### src/hdl/rrtd_pkg.sv
// Package: constants, types and codes of the round-robin task dispatcher.
package rrtd_pkg;

    localparam int TASK_SLOTS = 16;
    localparam int SLOT_W     = (TASK_SLOTS > 1) ? $clog2(TASK_SLOTS) : 1;
    localparam int USED_W     = $clog2(TASK_SLOTS + 1);
    localparam int DATA_W     = 32;

    typedef logic [SLOT_W-1:0] slot_idx_t;

    typedef enum logic [1:0] {
        SLOT_INVALID = 2'd0,
        SLOT_UNRUN   = 2'd1,
        SLOT_READY   = 2'd2,
        SLOT_DELAYED = 2'd3
    } slot_state_t;

    typedef enum logic [1:0] {
        CMD_CREATE = 2'd0,
        CMD_YIELD  = 2'd1,
        CMD_SLEEP  = 2'd2,
        CMD_TICK   = 2'd3
    } cmd_t;

    typedef enum logic [1:0] {
        STAT_OK   = 2'd0,
        STAT_FULL = 2'd1,
        STAT_DUP  = 2'd2,
        STAT_NONE = 2'd3
    } status_t;

    typedef enum logic [2:0] {
        FSM_IDLE,
        FSM_DUP,
        FSM_TICK,
        FSM_DISP,
        FSM_DONE
    } fsm_t;

    // Access request toward the identity / tick-count store.
    typedef struct packed {
        logic              id_we;
        logic              tk_we;
        slot_idx_t         wr_addr;
        slot_idx_t         rd_addr;
        logic [DATA_W-1:0] wdata;
    } store_req_t;

endpackage

### src/hdl/round_robin_task_dispatcher_core.sv
// Top level: round-robin task dispatcher with a slot table and sleep timers.
// A create answers without a scan when the table is full, else after a scan of every slot;
//   tick scans every slot; yield/sleep search from the slot after the last pick.
// One command word at a time: the next word is taken in the cycle the result goes out, and
//   a receiver that is not ready holds the core in its done state.
// Reset (aresetn low, synchronous): all slots invalid, no task count, last pick on the last slot.
module round_robin_task_dispatcher_core (
    input  logic        aclk,
    input  logic        aresetn,
    // command words
    input  logic        s_valid,
    output logic        s_ready,
    input  logic [1:0]  s_cmd,
    input  logic [31:0] s_task_id,
    input  logic [31:0] s_sleep_ticks,
    // result words
    output logic        m_valid,
    input  logic        m_ready,
    output logic [1:0]  m_status,
    output logic [3:0]  m_slot,
    output logic        m_first_run
);
    import rrtd_pkg::*;

    localparam slot_idx_t LAST_SLOT = SLOT_W'(TASK_SLOTS - 1);

    // ---------------------------------------------------------------
    // Control state (reset)
    // ---------------------------------------------------------------
    fsm_t        state_reg, state_next;
    slot_state_t slot_state_reg [TASK_SLOTS];
    logic [USED_W-1:0] used_reg;
    slot_idx_t   last_pick_reg;
    slot_idx_t   running_reg;
    logic        m_valid_reg;

    // ---------------------------------------------------------------
    // Working registers of the current word (no reset)
    // ---------------------------------------------------------------
    logic [DATA_W-1:0] id_reg;
    slot_idx_t   cnt_reg;       // read address during scans, candidate during dispatch
    slot_idx_t   p_reg;         // slot whose memory data is on the read port
    logic        pv_reg;        // p_reg is meaningful
    slot_idx_t   step_reg;      // slots visited by the dispatch search
    logic        dup_reg;
    logic        free_found_reg;
    slot_idx_t   free_idx_reg;
    status_t     res_status_reg;
    slot_idx_t   res_slot_reg;
    logic        res_first_reg;
    status_t     m_status_reg;
    logic [3:0]  m_slot_reg;
    logic        m_first_reg;

    store_req_t        store_req;
    logic [DATA_W-1:0] id_rdata;
    logic [DATA_W-1:0] tk_rdata;

    rrtd_slot_store u_store (
        .aclk     (aclk),
        .req      (store_req),
        .id_rdata (id_rdata),
        .tk_rdata (tk_rdata)
    );

    // ---------------------------------------------------------------
    // Shared decode of the current scan / search position
    // ---------------------------------------------------------------
    logic        accept;
    cmd_t        in_cmd;
    logic        table_full;
    slot_state_t cur_state;     // state of the slot on the read port
    logic        last_p;        // final slot of a memory scan is on the read port
    logic        hit;           // live slot with the same identity
    logic        free_now;      // first free slot seen
    logic        dup_fin;
    logic        free_fin;
    slot_idx_t   free_idx_fin;
    slot_state_t cand_state;
    logic        cand_hit;
    slot_idx_t   cand_wrap;
    slot_idx_t   lp_inc;
    logic        out_free;

    assign accept     = s_valid && s_ready;
    assign in_cmd     = cmd_t'(s_cmd);
    assign table_full = (used_reg >= USED_W'(TASK_SLOTS));

    assign cur_state  = slot_state_reg[p_reg];
    assign last_p     = pv_reg && (p_reg == LAST_SLOT);
    assign hit        = pv_reg && (cur_state != SLOT_INVALID) && (id_rdata == id_reg);
    assign free_now   = pv_reg && (cur_state == SLOT_INVALID) && !free_found_reg;
    assign dup_fin      = dup_reg || hit;
    assign free_fin     = free_found_reg || free_now;
    assign free_idx_fin = free_found_reg ? free_idx_reg : p_reg;

    // round-robin candidate: wraps at the last slot
    assign cand_state = slot_state_reg[cnt_reg];
    assign cand_hit   = (cand_state == SLOT_UNRUN) || (cand_state == SLOT_READY);
    assign cand_wrap  = (cnt_reg == LAST_SLOT) ? '0 : cnt_reg + SLOT_W'(1);
    assign lp_inc     = (last_pick_reg == LAST_SLOT) ? '0 : last_pick_reg + SLOT_W'(1);

    assign out_free   = !m_valid_reg || m_ready;

    // ---------------------------------------------------------------
    // Next state
    // ---------------------------------------------------------------
    always_comb begin
        state_next = state_reg;
        case (state_reg)
            FSM_IDLE: begin
                if (accept) begin
                    case (in_cmd)
                        CMD_CREATE: state_next = table_full ? FSM_DONE : FSM_DUP;
                        CMD_YIELD:  state_next = FSM_DISP;
                        CMD_SLEEP:  state_next = FSM_DISP;
                        CMD_TICK:   state_next = FSM_TICK;
                        default:    state_next = FSM_IDLE;
                    endcase
                end
            end
            FSM_DUP: begin
                if (last_p) begin
                    state_next = FSM_DONE;
                end
            end
            FSM_TICK: begin
                if (last_p) begin
                    state_next = FSM_DONE;
                end
            end
            FSM_DISP: begin
                if (cand_hit || (step_reg == LAST_SLOT)) begin
                    state_next = FSM_DONE;
                end
            end
            FSM_DONE: begin
                if (out_free) begin
                    state_next = FSM_IDLE;
                end
            end
            default: state_next = FSM_IDLE;
        endcase
    end

    // ---------------------------------------------------------------
    // Outputs of the sequencer: handshake and store requests
    // ---------------------------------------------------------------
    always_comb begin
        s_ready           = (state_reg == FSM_IDLE);
        store_req         = '0;
        store_req.rd_addr = cnt_reg;
        case (state_reg)
            FSM_IDLE: begin
                // sleep: park the running task's count before the search starts
                if (accept && (in_cmd == CMD_SLEEP) &&
                    (slot_state_reg[running_reg] == SLOT_READY)) begin
                    store_req.tk_we   = 1'b1;
                    store_req.wr_addr = running_reg;
                    store_req.wdata   = s_sleep_ticks;
                end
            end
            FSM_DUP: begin
                if (last_p && !dup_fin && free_fin) begin
                    store_req.id_we   = 1'b1;
                    store_req.wr_addr = free_idx_fin;
                    store_req.wdata   = id_reg;
                end
            end
            FSM_TICK: begin
                // shared decrementer: one delayed slot per cycle
                if (pv_reg && (cur_state == SLOT_DELAYED) && (tk_rdata != '0)) begin
                    store_req.tk_we   = 1'b1;
                    store_req.wr_addr = p_reg;
                    store_req.wdata   = tk_rdata - DATA_W'(1);
                end
            end
            default: ;
        endcase
    end

    // ---------------------------------------------------------------
    // Control registers
    // ---------------------------------------------------------------
    always_ff @(posedge aclk) begin
        if (!aresetn) begin
            state_reg     <= FSM_IDLE;
            used_reg      <= '0;
            last_pick_reg <= LAST_SLOT;
            running_reg   <= '0;
            m_valid_reg   <= 1'b0;
            for (int i = 0; i < TASK_SLOTS; i++) begin
                slot_state_reg[i] <= SLOT_INVALID;
            end
        end else begin
            state_reg <= state_next;
            // result word: loaded from DONE, dropped once taken
            if ((state_reg == FSM_DONE) && out_free) begin
                m_valid_reg <= 1'b1;
            end else if (m_valid_reg && m_ready) begin
                m_valid_reg <= 1'b0;
            end
            case (state_reg)
                FSM_IDLE: begin
                    if (accept && (in_cmd == CMD_SLEEP) &&
                        (slot_state_reg[running_reg] == SLOT_READY)) begin
                        slot_state_reg[running_reg] <= SLOT_DELAYED;
                    end
                end
                FSM_DUP: begin
                    if (last_p && !dup_fin && free_fin) begin
                        slot_state_reg[free_idx_fin] <= SLOT_UNRUN;
                        used_reg <= used_reg + USED_W'(1);
                    end
                end
                FSM_TICK: begin
                    // a delayed slot already at zero wakes on this tick
                    if (pv_reg && (cur_state == SLOT_DELAYED) && (tk_rdata == '0)) begin
                        slot_state_reg[p_reg] <= SLOT_READY;
                    end
                end
                FSM_DISP: begin
                    if (cand_hit) begin
                        slot_state_reg[cnt_reg] <= SLOT_READY;
                        last_pick_reg <= cnt_reg;
                        running_reg   <= cnt_reg;
                    end
                end
                default: ;
            endcase
        end
    end

    // ---------------------------------------------------------------
    // Datapath registers
    // ---------------------------------------------------------------
    always_ff @(posedge aclk) begin
        case (state_reg)
            FSM_IDLE: begin
                if (accept) begin
                    id_reg         <= s_task_id;
                    pv_reg         <= 1'b0;
                    step_reg       <= '0;
                    dup_reg        <= 1'b0;
                    free_found_reg <= 1'b0;
                    cnt_reg        <= ((in_cmd == CMD_YIELD) || (in_cmd == CMD_SLEEP)) ?
                                      lp_inc : '0;
                    // full table: answered without a scan
                    res_status_reg <= STAT_FULL;
                    res_slot_reg   <= '0;
                    res_first_reg  <= 1'b0;
                end
            end
            FSM_DUP, FSM_TICK: begin
                p_reg  <= cnt_reg;
                pv_reg <= 1'b1;
                if (cnt_reg != LAST_SLOT) begin
                    cnt_reg <= cnt_reg + SLOT_W'(1);
                end
                if (hit) begin
                    dup_reg <= 1'b1;
                end
                if (free_now) begin
                    free_found_reg <= 1'b1;
                    free_idx_reg   <= p_reg;
                end
                if (last_p) begin
                    res_first_reg <= 1'b0;
                    if (state_reg == FSM_TICK) begin
                        res_status_reg <= STAT_OK;
                        res_slot_reg   <= '0;
                    end else if (dup_fin) begin
                        res_status_reg <= STAT_DUP;
                        res_slot_reg   <= '0;
                    end else if (free_fin) begin
                        res_status_reg <= STAT_OK;
                        res_slot_reg   <= free_idx_fin;
                    end else begin
                        res_status_reg <= STAT_FULL;
                        res_slot_reg   <= '0;
                    end
                end
            end
            FSM_DISP: begin
                if (cand_hit) begin
                    res_status_reg <= STAT_OK;
                    res_slot_reg   <= cnt_reg;
                    res_first_reg  <= (cand_state == SLOT_UNRUN);
                end else if (step_reg == LAST_SLOT) begin
                    res_status_reg <= STAT_NONE;
                    res_slot_reg   <= '0;
                    res_first_reg  <= 1'b0;
                end else begin
                    cnt_reg  <= cand_wrap;
                    step_reg <= step_reg + SLOT_W'(1);
                end
            end
            FSM_DONE: begin
                if (out_free) begin
                    m_status_reg <= res_status_reg;
                    m_slot_reg   <= 4'(res_slot_reg);
                    m_first_reg  <= res_first_reg;
                end
            end
            default: ;
        endcase
    end

    assign m_valid     = m_valid_reg;
    assign m_status    = m_status_reg;
    assign m_slot      = m_slot_reg;
    assign m_first_run = m_first_reg;

endmodule

### src/hdl/rrtd_slot_store.sv
// Per-slot identity and remaining-tick memories, one write and one registered read each.
module rrtd_slot_store (
    input  logic                     aclk,
    input  rrtd_pkg::store_req_t     req,
    output logic [rrtd_pkg::DATA_W-1:0] id_rdata,
    output logic [rrtd_pkg::DATA_W-1:0] tk_rdata
);
    import rrtd_pkg::*;

    logic [DATA_W-1:0] id_mem [TASK_SLOTS];
    logic [DATA_W-1:0] tk_mem [TASK_SLOTS];

    always_ff @(posedge aclk) begin
        if (req.id_we) begin
            id_mem[req.wr_addr] <= req.wdata;
        end
        if (req.tk_we) begin
            tk_mem[req.wr_addr] <= req.wdata;
        end
        id_rdata <= id_mem[req.rd_addr];
        tk_rdata <= tk_mem[req.rd_addr];
    end

endmodule

### config.mk
export PLATFORM = sky130hd
export DESIGN_NAME = round_robin_task_dispatcher_core
export DESIGN_NICKNAME = d
export VERILOG_FILES = /design/src/hdl/rrtd_pkg.sv /design/src/hdl/round_robin_task_dispatcher_core.sv /design/src/hdl/rrtd_slot_store.sv
export SDC_FILE = /design/constraint.sdc
export NUM_CORES = 1
export LEC_CHECK = 0
export BUFFER_PORTS_ARGS = -buffer_cell sky130_fd_sc_hd__buf_4
export CAP_MARGIN = 20
export CORE_MARGIN = 3
export CORE_UTILIZATION = 35
export DETAILED_ROUTE_END_ITERATION = 8
export GPL_TIMING_DRIVEN = 0
export PLACE_DENSITY = 0.48
export SETUP_SLACK_MARGIN = 0.5
export SYNTH_ARGS = -nofsm -noshare
export SYNTH_HDL_FRONTEND = slang
export SYNTH_SLANG_ARGS = --single-unit
### constraint.sdc
create_clock -name aclk -period 7.08 [get_ports aclk]
set_input_delay 0.354 -clock aclk [delete_from_list [all_inputs] [get_ports aclk]]
set_output_delay 0.354 -clock aclk [all_outputs]
set_load 0.02 [all_outputs]
==> results.py <==
metrics = {
    "sta": {
        "relative_slew_slack": 0.2100,
        "maxClockFrequency_mhz": 167.8,
        "fin_tns_setup_ps": 0,
        "hold-worst-slack_ps": 122.5,
        "finalHoldViolations": 0,
        "finalCriticalPeriod_ps": 5961,
        "finalClockSkew_ps": 50.29,
        "finalMaxSlewViolations": 0,
        "grt_setup_unrepaired": "false",
        "finalCritPeriodShare": 0.8419,
        "report.final.setup_viol": 0,
        "worst-slew-pin-transition_ps": 1185,
    },
    "clocking": {
        "numClockSinks": 1214,
        "clock_pin_slew_on_the_worst_setup_and_hold_paths_ps": 60,
        "tritoncts": "yes",
        "clockRootBuffer": "sky130_fd_sc_hd__clkbuf_16",
        "cts_inserted_buffers": 132,
        "cts.repair.resized": 0,
        "worstSkewPairLatency_ps": 770,
        "cts_max_level": 4,
        "largest_buffer_count_on_any_clock_path": 3,
    },
    "routing": {
        "route.detailed.vias_per_inst": 5.505,
        "detail_route.wirelength_um": 136100,
        "detail_route.first_pass.iterations": 7,
        "drcViolationCount": 0,
        "drtAntennaViolNets": 0,
        "routed_wire_length_per_instance_um": 30.31,
        "routed-via-count": 24710,
        "drtIter0Drc": 2781,
    },
    "power": {
        "vdd_drop_max_mv": 0.1949,
        "switching_share": 0.2647,
        "pwr-share-seq": 0.457,
        "power_switching_mw": 4.875,
        "p_int_mw": 13.54,
        "comb_power_share": 0.170,
        "pwr-share-clk": 0.373,
        "leakagePower_nw": 18.86,
        "totalPowerFinal_mw": 18.42,
        "cellPowerDensity_mw_per_mm2": 321.4,
    },
    "placement": {
        "place_hpwl_um": 94300,
        "numPortBuffers": 77,
        "dp_cells": 4184,
        "gp_congestion": 0.9465,
    },
    "floorplan": {
        "ioPinCount": 79,
        "floorplan.initialDensity": 0.3541,
        "die_y_um": 374.4,
        "std_cell_rows": 134,
        "dieWidth_um": 374.4,
        "design.die.area_mm2": 0.1402,
        "core_footprint_mm2": 0.1341,
    },
    "yosys": {
        "yosysUniqueCellTypes": 80,
        "postSynth.asyncResetShare": 0,
        "yosysSeqAreaShare": 0.7479,
        "largest_cells_by_area_after_synthesis": "sky130_fd_sc_hd__edfxtp_1 (71%), sky130_fd_sc_hd__mux4_2 (16%), sky130_fd_sc_hd__dfxtp_1 (3.9%)",
        "synth_top_cell_area_share": 0.7087,
        "post_syn_nets": 2320,
        "yosys_most_used_dff": "sky130_fd_sc_hd__edfxtp_1",
        "edff_count_synth": 1121,
        "mean_instance_size_in_the_synthesized_netlist_um2": 21.20,
        "synth_top_cell_by_area": "sky130_fd_sc_hd__edfxtp_1",
        "synthTopCellsByCount": "sky130_fd_sc_hd__edfxtp_1 (1121), sky130_fd_sc_hd__mux4_2 (342), sky130_fd_sc_hd__nor2_1 (95)",
        "synthesis.instances": 2240,
        "ys_seq_elements": 1214,
        "mappedNetlistArea_mm2": 0.04750,
        "yosysWarningCount": 0,
        "synth.most_common_cell": "sky130_fd_sc_hd__edfxtp_1",
    },
    "global_routing": {
        "grt_start_max_net_pins": 36,
        "vias_in_the_first_global_route": 25490,
        "grt_util_all_layers": 0.1947,
        "grt_antenna_before_repair": 3,
        "globalRoute.totalOverflow": 0,
        "grt_first_pass_wirelength_um": 191500,
    },
    "finish": {
        "flow.area_growth_from_synthesis_pct": 20.64,
        "nFillCells": 11660,
        "nNetsFinal": 2692,
        "final_cell_count_no_fill": 4489,
        "biggestRegsByFlops": "u_store.id_mem x512, u_store.tk_mem x512",
        "post_route_cells_drive_above_1_share": 0.3029,
        "final_core_utilization": 0.4272,
    },
    "setup_path": {
        "cp_slowest_cell": "sky130_fd_sc_hd__nor4_2",
        "worst_setup_path_end_kind": "flip-flop",
        "reg2reg_from": "state_reg[1]$_SDFFE_PN0P_",
        "critical_path_required_ps": 7550,
        "critPathArrivalTime_ps": 6430,
        "cp_max_fo": 35,
        "cp-startpoint": "state_reg[1]$_SDFFE_PN0P_",
        "worst_path_most_repeated_cell": "sky130_fd_sc_hd__buf_4",
        "start_kind": "flip-flop",
        "critPathMaxStageDelay_ps": 900,
        "critPathKind": "reg2reg",
        "crit_path_cell_trace": "buf_1, nor3_1, nand2_1, inv_2, nand2_1, nor4_1, clkbuf_1, a222oi_1, buf_2, nor4_2, buf_4, buf_4, buf_4",
    },
    "hold_path": {
        "class_of_the_tightest_hold_or_removal_check": "in2reg",
        "holdCritStartpoint": "s_valid",
    },
    "outcome": {
        "run_status": "finished, final reports clean",
    },
    "job": {
        "max-cap-violations": 0,
    },
}
per-stage QoR:
| stage | setup WS [ps] | area, um2 |
|---|---|---|
| after CTS | 1289 | 56870 |
| after global placement | -6213 | 50290 |
| final | 1119 | 57300 |
| after detailed placement | 1296 | 52170 |
| after global routing | 892.2 | 57300 |
| after floorplan | 393.2 | 47500 |
final timing paths:
path	to	cells after the start	slack (ps)
worst max-delay path	u_store.tk_mem[11][16]$_DFFE_PP_	13	1120
worst min-delay path	state_reg[1]$_SDFFE_PN0P_	5	120
worst max register to register	u_store.tk_mem[11][16]$_DFFE_PP_	13	1120
worst min register to register	m_slot[3]$_DFFE_PP_	0	390
critical path: cells and delay by family (launching register included):
family / cells / cell delay (ps)
buf+inv: 7 / 2470
simple gates: 5 / 2630
compound gates: 1 / 260
flops: 1 / 330
layer usage:
metal / global-route usage / part of all wire
met2: 0.3023 / 0.46
met1: 0.2753 / 0.44
met3: 0.05219 / 0.083
met5: 0 / 0
met4: 0.04380 / 0.017
cells by family (layout without fill, tap and decap cells):
| group | after synthesis | in the layout | share of synthesized area |
|---|---|---|---|
| compound gates | 135 | 135 | 0.02242 |
| mux | 362 | 362 | 0.1666 |
| simple gates | 314 | 314 | 0.03635 |
| buf+inv | 136 | 616 | 0.01130 |
| xor+xnor | 69 | 69 | 0.01272 |
| fa+ha+maj | 10 | 10 | 0.002634 |
| other cells | 0 | 1 | 0 |
| flops | 1214 | 1214 | 0.7479 |
layout by cell type (no fill, tap or decap), types with 35 or more instances in the layout:
master | netlist | final
sky130_fd_sc_hd__buf_4 | 0 | 102
sky130_fd_sc_hd__buf_8 | 0 | 50
sky130_fd_sc_hd__clkbuf_1 | 79 | 114
sky130_fd_sc_hd__clkbuf_16 | 0 | 138
sky130_fd_sc_hd__dfxtp_1 | 93 | 93
sky130_fd_sc_hd__edfxtp_1 | 1121 | 1121
sky130_fd_sc_hd__mux4_2 | 342 | 342
sky130_fd_sc_hd__nand2_1 | 36 | 36
sky130_fd_sc_hd__nor2_1 | 95 | 71
sky130_fd_sc_hd__nor3_1 | 35 | 35
sky130_fd_sc_hd__xnor2_1 | 37 | 37
power by group through the flow:
stage | logic (mW) | clock network (mW) | registers, mW
finish | 3.13 | 6.87 | 8.42
global route | 3.32 | 7.33 | 8.44
global placement | 2.93 | 0 | 8.58
CTS | 3.11 | 7.04 | 8.43
detailed placement | 3.08 | 0 | 8.58
floorplan | 1.94 | 0 | 8.38
area by class of cell:
| class | count | area [um2] | area share |
|---|---|---|---|
| Buffer | 124 | 493.0 | 0.008603 |
| Multi-Input combinational cell | 890 | 11670 | 0.2036 |
| Timing Repair Buffer | 238 | 2988 | 0.05214 |
| Clock inverter | 61 | 698.2 | 0.01218 |
| Inverter | 12 | 45.04 | 0.0007861 |
| Tap cell | 1768 | 2212 | 0.03861 |
| Antenna cell | 1 | 2.502 | 0.00004367 |
| Clock buffer | 181 | 3672 | 0.06409 |
| Sequential cell | 1214 | 35520 | 0.6200 |
repair_timing:
| item | 4_1_cts | 5_1_grt |
|---|---|---|
| hold buffers | 33 | 0 |
| hold endpoints to repair | 33 | 0 |
| setup endpoints to repair | 0 | 0 |
| setup buffers | 0 | 0 |
Power figures use the tool's default switching activity.
